## config.mk

```make
export PLATFORM = sky130hd
export DESIGN_NAME = shared_buffer_multi_stack_core
export DESIGN_NICKNAME = d
export VERILOG_FILES = /design/src/rtl/sbms_pkg.sv /design/src/rtl/sbms_ram.sv /design/src/rtl/shared_buffer_multi_stack_core.sv
export SDC_FILE = /design/constraint.sdc
export NUM_CORES = 1
export LEC_CHECK = 0
export ABC_AREA = 1
export BUFFER_PORTS_ARGS = -buffer_cell sky130_fd_sc_hd__buf_2
export CAP_MARGIN = 30
export CORE_ASPECT_RATIO = 1.2
export CORE_MARGIN = 1.5
export CORE_UTILIZATION = 35
export CTS_BUF_LIST = sky130_fd_sc_hd__clkbuf_4
export DETAILED_ROUTE_END_ITERATION = 8
export PLACE_DENSITY = 0.51
export SYNTH_ARGS = -nofsm -noshare
export SYNTH_HDL_FRONTEND = slang
export SYNTH_SLANG_ARGS = --single-unit
export TNS_END_PERCENT = 5
```

## constraint.sdc

```tcl
create_clock -name clk -period 5.5 [get_ports clk]
set_clock_uncertainty 0.1 [all_clocks]
set_input_delay 0.275 -clock clk [delete_from_list [all_inputs] [get_ports clk]]
set_output_delay 0.275 -clock clk [all_outputs]
set_load 0.005 [all_outputs]
```

## src/rtl/sbms_pkg.sv

```systemverilog
`timescale 1ns / 1ps
// Shared-buffer multi-stack: sizes, pointer widths and codes.
// No dependencies; imported by the core and its checker.
package sbms_pkg;

    localparam int CAPACITY   = 16;
    localparam int STACKS     = 4;
    localparam int DATA_WIDTH = 32;

    // pointer holds a slot number or the null value CAPACITY
    localparam int PTR_W  = $clog2(CAPACITY + 1);
    localparam int SLOT_W = (CAPACITY > 1) ? $clog2(CAPACITY) : 1;
    localparam int STK_W  = (STACKS > 1) ? $clog2(STACKS) : 1;

    localparam logic [PTR_W-1:0] PTR_NULL = PTR_W'(CAPACITY);
    localparam logic [PTR_W-1:0] PTR_LAST = PTR_W'(CAPACITY - 1);

    typedef enum logic [1:0] {
        ST_OK        = 2'd0,
        ST_OVERFLOW  = 2'd1,
        ST_UNDERFLOW = 2'd2
    } status_t;

    typedef enum logic {
        CMD_PUSH = 1'b0,
        CMD_POP  = 1'b1
    } cmd_t;

endpackage

```

## src/rtl/sbms_ram.sv

```systemverilog
`timescale 1ns / 1ps
// Generic single-write, single-read RAM with registered read data.
// No dependencies.
module sbms_ram #(
    parameter int WIDTH = 8,
    parameter int DEPTH = 16
) (
    input  logic                                      clk,
    input  logic                                      we,
    input  logic [((DEPTH > 1) ? $clog2(DEPTH) : 1)-1:0] waddr,
    input  logic [WIDTH-1:0]                          wdata,
    input  logic [((DEPTH > 1) ? $clog2(DEPTH) : 1)-1:0] raddr,
    output logic [WIDTH-1:0]                          rdata
);

    logic [WIDTH-1:0] mem [DEPTH];

    always_ff @(posedge clk)
    begin
        if (we)
        begin
            mem[waddr] <= wdata;
        end
        rdata <= mem[raddr];
    end

endmodule

```

## src/rtl/shared_buffer_multi_stack_core.sv

```systemverilog
`timescale 1ns / 1ps
// Top level: several LIFO stacks sharing one slot store through a linked free list.
// Depends on sbms_pkg and sbms_ram.
//
//  channel   | ports                          | handshake
//  ----------+--------------------------------+-----------------------------------
//  command   | cmd, stack_id, push_data       | taken when start && !busy
//  result    | pop_data, status               | done high for one cycle, no stall
//
// Each item: the accept edge issues reads of the link and data
// RAMs, the next edge applies the update and registers the result (done).
// The link read of the free head or stack top bounds the rate.
// A new start is taken in the cycle done is high.
// After reset every stack is empty and all slots are free; no clearing pass:
// the untouched tail of the initial free chain is tracked by a fill count.
// The result side cannot stall; done is a one-cycle strobe.
module shared_buffer_multi_stack_core (
    input  logic                clk,
    input  logic                rst_n,
    input  logic                start,
    output logic                busy,
    input  logic                cmd,
    input  logic [1:0]          stack_id,
    input  logic signed [31:0]  push_data,
    output logic                done,
    output logic signed [31:0]  pop_data,
    output logic [1:0]          status
);

    import sbms_pkg::*;

    typedef enum logic {
        S_IDLE,
        S_EXEC
    } state_t;

    state_t                 state_reg;
    logic                   cmd_reg;
    logic [1:0]             sid_reg;
    logic [31:0]            data_reg;
    logic                   done_reg;
    logic [31:0]            pop_data_reg;
    logic [1:0]             status_reg;

    // stack tops, free head and count of slots ever handed out
    logic [PTR_W-1:0]       top_reg [STACKS];
    logic [PTR_W-1:0]       free_head_reg;
    logic [PTR_W-1:0]       fill_reg;

    logic                   accept;
    logic [STK_W-1:0]       in_idx;
    logic [STK_W-1:0]       cur_idx;
    logic [PTR_W-1:0]       in_top;
    logic [PTR_W-1:0]       cur_top;
    logic                   sid_ok;

    logic [SLOT_W-1:0]      link_raddr;
    logic [SLOT_W-1:0]      data_raddr;
    logic [PTR_W-1:0]       link_rdata;
    logic [DATA_WIDTH-1:0]  data_rdata;

    logic                   link_we;
    logic [SLOT_W-1:0]      link_waddr;
    logic [PTR_W-1:0]       link_wdata;
    logic                   data_we;

    logic                   push_ok;
    logic                   pop_ok;
    logic [PTR_W-1:0]       next_free;

    assign accept  = start && (state_reg == S_IDLE);
    assign busy    = (state_reg != S_IDLE);

    assign in_idx  = STK_W'(stack_id);
    assign cur_idx = STK_W'(sid_reg);
    assign in_top  = top_reg[in_idx];
    assign cur_top = top_reg[cur_idx];
    assign sid_ok  = ({30'd0, sid_reg} < 32'(STACKS));

    // read side: push walks the free list, pop walks the stack
    assign link_raddr = (cmd_t'(cmd) == CMD_PUSH) ? SLOT_W'(free_head_reg) : SLOT_W'(in_top);
    assign data_raddr = SLOT_W'(in_top);

    assign push_ok = (state_reg == S_EXEC) && (cmd_t'(cmd_reg) == CMD_PUSH)
                     && sid_ok && (free_head_reg != PTR_NULL);
    assign pop_ok  = (state_reg == S_EXEC) && (cmd_t'(cmd_reg) == CMD_POP)
                     && sid_ok && (cur_top != PTR_NULL);

    // A free head equal to the fill count is in the never-written tail,
    // whose link is implicitly the next slot number.
    always_comb
    begin
        if (free_head_reg == fill_reg)
        begin
            next_free = (free_head_reg == PTR_LAST) ? PTR_NULL : free_head_reg + PTR_W'(1);
        end
        else
        begin
            next_free = link_rdata;
        end
    end

    always_comb
    begin
        link_we    = push_ok || pop_ok;
        data_we    = push_ok;
        link_waddr = push_ok ? SLOT_W'(free_head_reg) : SLOT_W'(cur_top);
        link_wdata = push_ok ? cur_top : free_head_reg;
    end

    sbms_ram #(
        .WIDTH (PTR_W),
        .DEPTH (CAPACITY)
    ) u_link_ram (
        .clk   (clk),
        .we    (link_we),
        .waddr (link_waddr),
        .wdata (link_wdata),
        .raddr (link_raddr),
        .rdata (link_rdata)
    );

    sbms_ram #(
        .WIDTH (DATA_WIDTH),
        .DEPTH (CAPACITY)
    ) u_data_ram (
        .clk   (clk),
        .we    (data_we),
        .waddr (SLOT_W'(free_head_reg)),
        .wdata (DATA_WIDTH'(data_reg)),
        .raddr (data_raddr),
        .rdata (data_rdata)
    );

    // captured command fields
    always_ff @(posedge clk)
    begin
        if (accept)
        begin
            cmd_reg  <= cmd;
            sid_reg  <= stack_id;
            data_reg <= push_data;
        end
    end

    always_ff @(posedge clk or negedge rst_n)
    begin
        if (!rst_n)
        begin
            state_reg     <= S_IDLE;
            done_reg      <= 1'b0;
            pop_data_reg  <= '0;
            status_reg    <= ST_OK;
            free_head_reg <= '0;
            fill_reg      <= '0;
            for (int i = 0; i < STACKS; i++)
            begin
                top_reg[i] <= PTR_NULL;
            end
        end
        else
        begin
            case (state_reg)
                S_IDLE:
                begin
                    done_reg <= 1'b0;
                    if (accept)
                    begin
                        state_reg <= S_EXEC;
                    end
                end
                S_EXEC:
                begin
                    state_reg <= S_IDLE;
                    done_reg  <= 1'b1;
                    if (push_ok)
                    begin
                        top_reg[cur_idx] <= free_head_reg;
                        free_head_reg    <= next_free;
                        if (free_head_reg == fill_reg)
                        begin
                            fill_reg <= fill_reg + PTR_W'(1);
                        end
                        pop_data_reg <= '0;
                        status_reg   <= ST_OK;
                    end
                    else if (pop_ok)
                    begin
                        top_reg[cur_idx] <= link_rdata;
                        free_head_reg    <= cur_top;
                        pop_data_reg     <= 32'($signed(data_rdata));
                        status_reg       <= ST_OK;
                    end
                    else
                    begin
                        pop_data_reg <= '0;
                        status_reg   <= (cmd_t'(cmd_reg) == CMD_PUSH) ? ST_OVERFLOW
                                                                      : ST_UNDERFLOW;
                    end
                end
                default:
                begin
                    state_reg <= S_IDLE;
                    done_reg  <= 1'b0;
                end
            endcase
        end
    end

    assign done     = done_reg;
    assign pop_data = pop_data_reg;
    assign status   = status_reg;

endmodule

```

==> results.yml <==
critical_path:
  cp.required_ns: 6.04
  setup.worst_path.class: "flop to flop"
  ff2ff_setup_slack_ns: 2.01
  worstPathArrival_ns: 4.04
  cp_num_buf_inv: 3
  critPathSlowestCell: "nor2_4"
  cp_max_fo: 36
  end_kind: "flop"
  critical_path.most_common_cell: "buf_4"
  start_kind: "flop"
  max_stage_delay_ns: 0.74
  cp_cell_sequence: "inv_2 > or2_1 > a31oi_1 > buf_4 > nand2_1 > nor2_4 > buf_4"
  cpLargestDelayFamily: "simple AND/OR/NAND/NOR gates"
logic_synthesis:
  synth_top_area_share_pct: 63.57
  synthCells: 2522
  yosysWarnings: 0
  synth_most_common_cell: "edfxtp_1"
  syn_nets: 2566
  ys_ff_latch: 730
  synth.cell_area_um2: 29620
  synth_top_cell_by_area: "edfxtp_1"
  synth_area_leaders: "edfxtp_1 64%, nand3_1 5.5%, dfrtp_1 5.2%, nand2_1 5.1%, inv_1 4.8%"
  synthFlopType: "edfxtp_1"
  async_flop_share_pct: 9.041
  synth_cell_types: 35
  synth-edff-count: 627
  syn_area_per_cell_um2: 11.74
  seq_area_frac_synth_pct: 71.66
  synthTopCellsByCount: "627 x edfxtp_1, 399 x nand2_1, 380 x inv_1"
pwr:
  p_int_uw: 9976
  p_seq_share_pct: 47.0
  irDropWorstVdd_v: 0.0002338
  combPwrFrac_pct: 21.9
  power_density_nw_per_um2: 427.3
  clkPwrFrac_pct: 31.1
  swShare_pct: 32.19
  leakagePower_uw: 0.01360
  p_sw_uw: 4737
final_layout:
  fin_cells: 4031
  fin_area_um2: 34430
  largest_reg_flops: 512
  regMostFlops: "u_data_ram.mem"
  final_nets: 2803
  drive_above_1_share_pct: 15.99
  top_regs: "u_data_ram.mem (512), u_link_ram.mem (80)"
  area_growth_pct: 16.26
route:
  drc: 0
  drt_iter0_drc: 1392
  avgViaCountPerCell: 4.764
  via_count: 19200
  routed_wl_um: 72750
  ant_nets: 0
  wl_per_cell_um: 18.05
  first_pass_iters: 5
global_route:
  grt_usage_pct: 17.14
  grt_pass1_wl_um: 111400
  gr-total-overflow: 0
  grt_max_degree: 157
  grt_antenna_before_repair: 3
  grt_pass1_vias: 19280
sta:
  hold_viol_final: 0
  period_share_pct: 63.50
  final_max_slew_viol_count: 0
  finalSetupViolCount: 0
  tightest_slew_ns: 0.9418
  rsz0062_at_grt: "no"
  period_minus_slack_ns: 3.493
  max_freq_mhz: 286.3
  maxSlewHeadroom_pct: 36.55
  timing.final.ws_setup_ns: 2.007
  tns_ns: 0
clocking:
  clk_pin_slew_ns: 0.07
  h-tree-depth: 4
  cts_root_buf: "clkbuf_4"
  cts_setup_buffers: 0
  cts_buffer_depth: 3
  cts.sinks: 730
  cts_made_buffers: 184
  insertion_delay_ns: 1.01
  cts_tree: "built"
min_path:
  hp-class: "input pin to async pin"
floorplanning:
  io_pins: 74
  die_h_um: 321.7
  initial_core_util_pct: 35.43
  dieArea_um2: 86380
  core_um2: 83600
  die_w_um: 268.6
  fp-row-count: 116
place:
  placed_cells: 3620
  dp_hpwl_um: 42380
  placed_area_um2: 31300
  routabilityCongestion: 0.8219
  pre_cts_ws_ns: 1.938
  io_buffers: 73
run:
  maxCapViolCount: 0
run_status:
  status: "finished, final reports clean"
cell families (layout without fill, tap and decap cells):
| kind of cell | count (synthesis) | in the layout | share of synthesized area, % |
|---|---|---|---|
| simple gates | 814 | 814 | 12.20 |
| flops | 730 | 730 | 71.66 |
| buf+inv | 526 | 912 | 7.122 |
| xor+xnor | 6 | 6 | 0.1774 |
| compound gates | 440 | 440 | 8.584 |
| fa+ha+maj | 6 | 6 | 0.2535 |
| other cells | 0 | 2 | 0 |
repair_timing:
action,in CTS,in global routing
hold buffers,74,0
gates resized for setup,0,0
endpoints found under the hold margin,131,0
layout by cell type, fill, tap and decap left out, types with 2 or more instances in the layout:
| master | synthesis | routed |
|---|---|---|
| ha_1 | 6 | 6 |
| inv_1 | 380 | 380 |
| nor2_2 | 4 | 4 |
| nor2_1 | 48 | 34 |
| nand2_2 | 7 | 8 |
| buf_12 | 0 | 6 |
| buf_4 | 7 | 35 |
| xnor2_1 | 2 | 2 |
| edfxtp_1 | 627 | 627 |
| dfxtp_1 | 37 | 37 |
| dfrtp_1 | 62 | 62 |
| buf_2 | 69 | 72 |
| nand3_1 | 327 | 327 |
| nand3_2 | 5 | 5 |
| nand3b_1 | 15 | 15 |
| inv_2 | 7 | 10 |
| o31ai_1 | 2 | 2 |
| nand2_4 | 2 | 3 |
| xor2_1 | 4 | 4 |
| clkinv_1 | 2 | 38 |
| nor2_4 | 1 | 15 |
| clkinv_2 | 0 | 5 |
| o21ai_0 | 145 | 143 |
| clkbuf_4 | 0 | 284 |
| diode_2 | 0 | 2 |
| clkinvlp_4 | 0 | 4 |
| dfstp_2 | 4 | 4 |
| dlygate4sd3_1 | 0 | 73 |
| o21ai_1 | 31 | 33 |
| nand2_1 | 399 | 396 |
| o211ai_1 | 128 | 128 |
| buf_16 | 0 | 2 |
| nor3_2 | 0 | 3 |
| a21oi_1 | 132 | 132 |
area by class of cell:
cell class / instances / area [um^2]
well taps: 1121 / 1403
inverters: 389 / 1460
diodes: 2 / 5.005
repair buffers: 188 / 1529
flip-flops and latches: 730 / 21230
clock inverters: 51 / 249.0
clock buffers: 284 / 2132
fillers: 8029 / 49170
multi-input cells: 1266 / 6430
path summary, 6_finish.rpt:
check                                     start               endpoint  cells after the start
setup / recovery                           busy  u_data_ram.mem[0][15]                      7
hold reg to reg            u_data_ram.rdata[20]           pop_data[20]                      2
max in group asynchronous                 rst_n            pop_data[3]                      4
hold / removal                            rst_n             top_reg[5]                      4
setup reg to reg                           busy  u_data_ram.mem[0][15]                      7
min in group clk                          start                cmd_reg                      4
tightest hold or removal path, cell delays in order:
cell	delay, ns
dlygate4sd3_1	0.53
dlygate4sd3_1	0.56
buf_4	0.13
buf_12	0.18
per-stage QoR:
| step | total power (uW) | hold slack [ns] | util, % |
|---|---|---|---|
| after global routing | 15620 | 0.1817 | 41.19 |
| final | 14710 | 0.2313 | 41.19 |
| after CTS | 14950 | 0.1144 | 41.18 |
| after floorplan | 9119 | -0.1206 | - |
| after detailed placement | 10270 | 0.1249 | 37.44 |
| after global placement | 10230 | 0.1228 | 37.30 |
routing by layer:
layer	share of wire, %	routed length [um]	global-route usage, %
met2	50	36670	29.50
met4	2.6	1919	6.966
met3	4.2	3071	3.410
met5	0	0	0
met1	43	31090	20.94
power groups by stage:
stage / clock, uW / combinational (uW) / sequential, uW
2_1_floorplan: 0 / 2220 / 6900
3_3_place_gp: 0 / 3190 / 7030
3_5_place_dp: 0 / 3230 / 7040
4_1_cts: 4740 / 3280 / 6920
5_1_grt: 5020 / 3630 / 6970
6_report: 4570 / 3230 / 6910
Note: power is estimated with default switching activity, not from simulation.
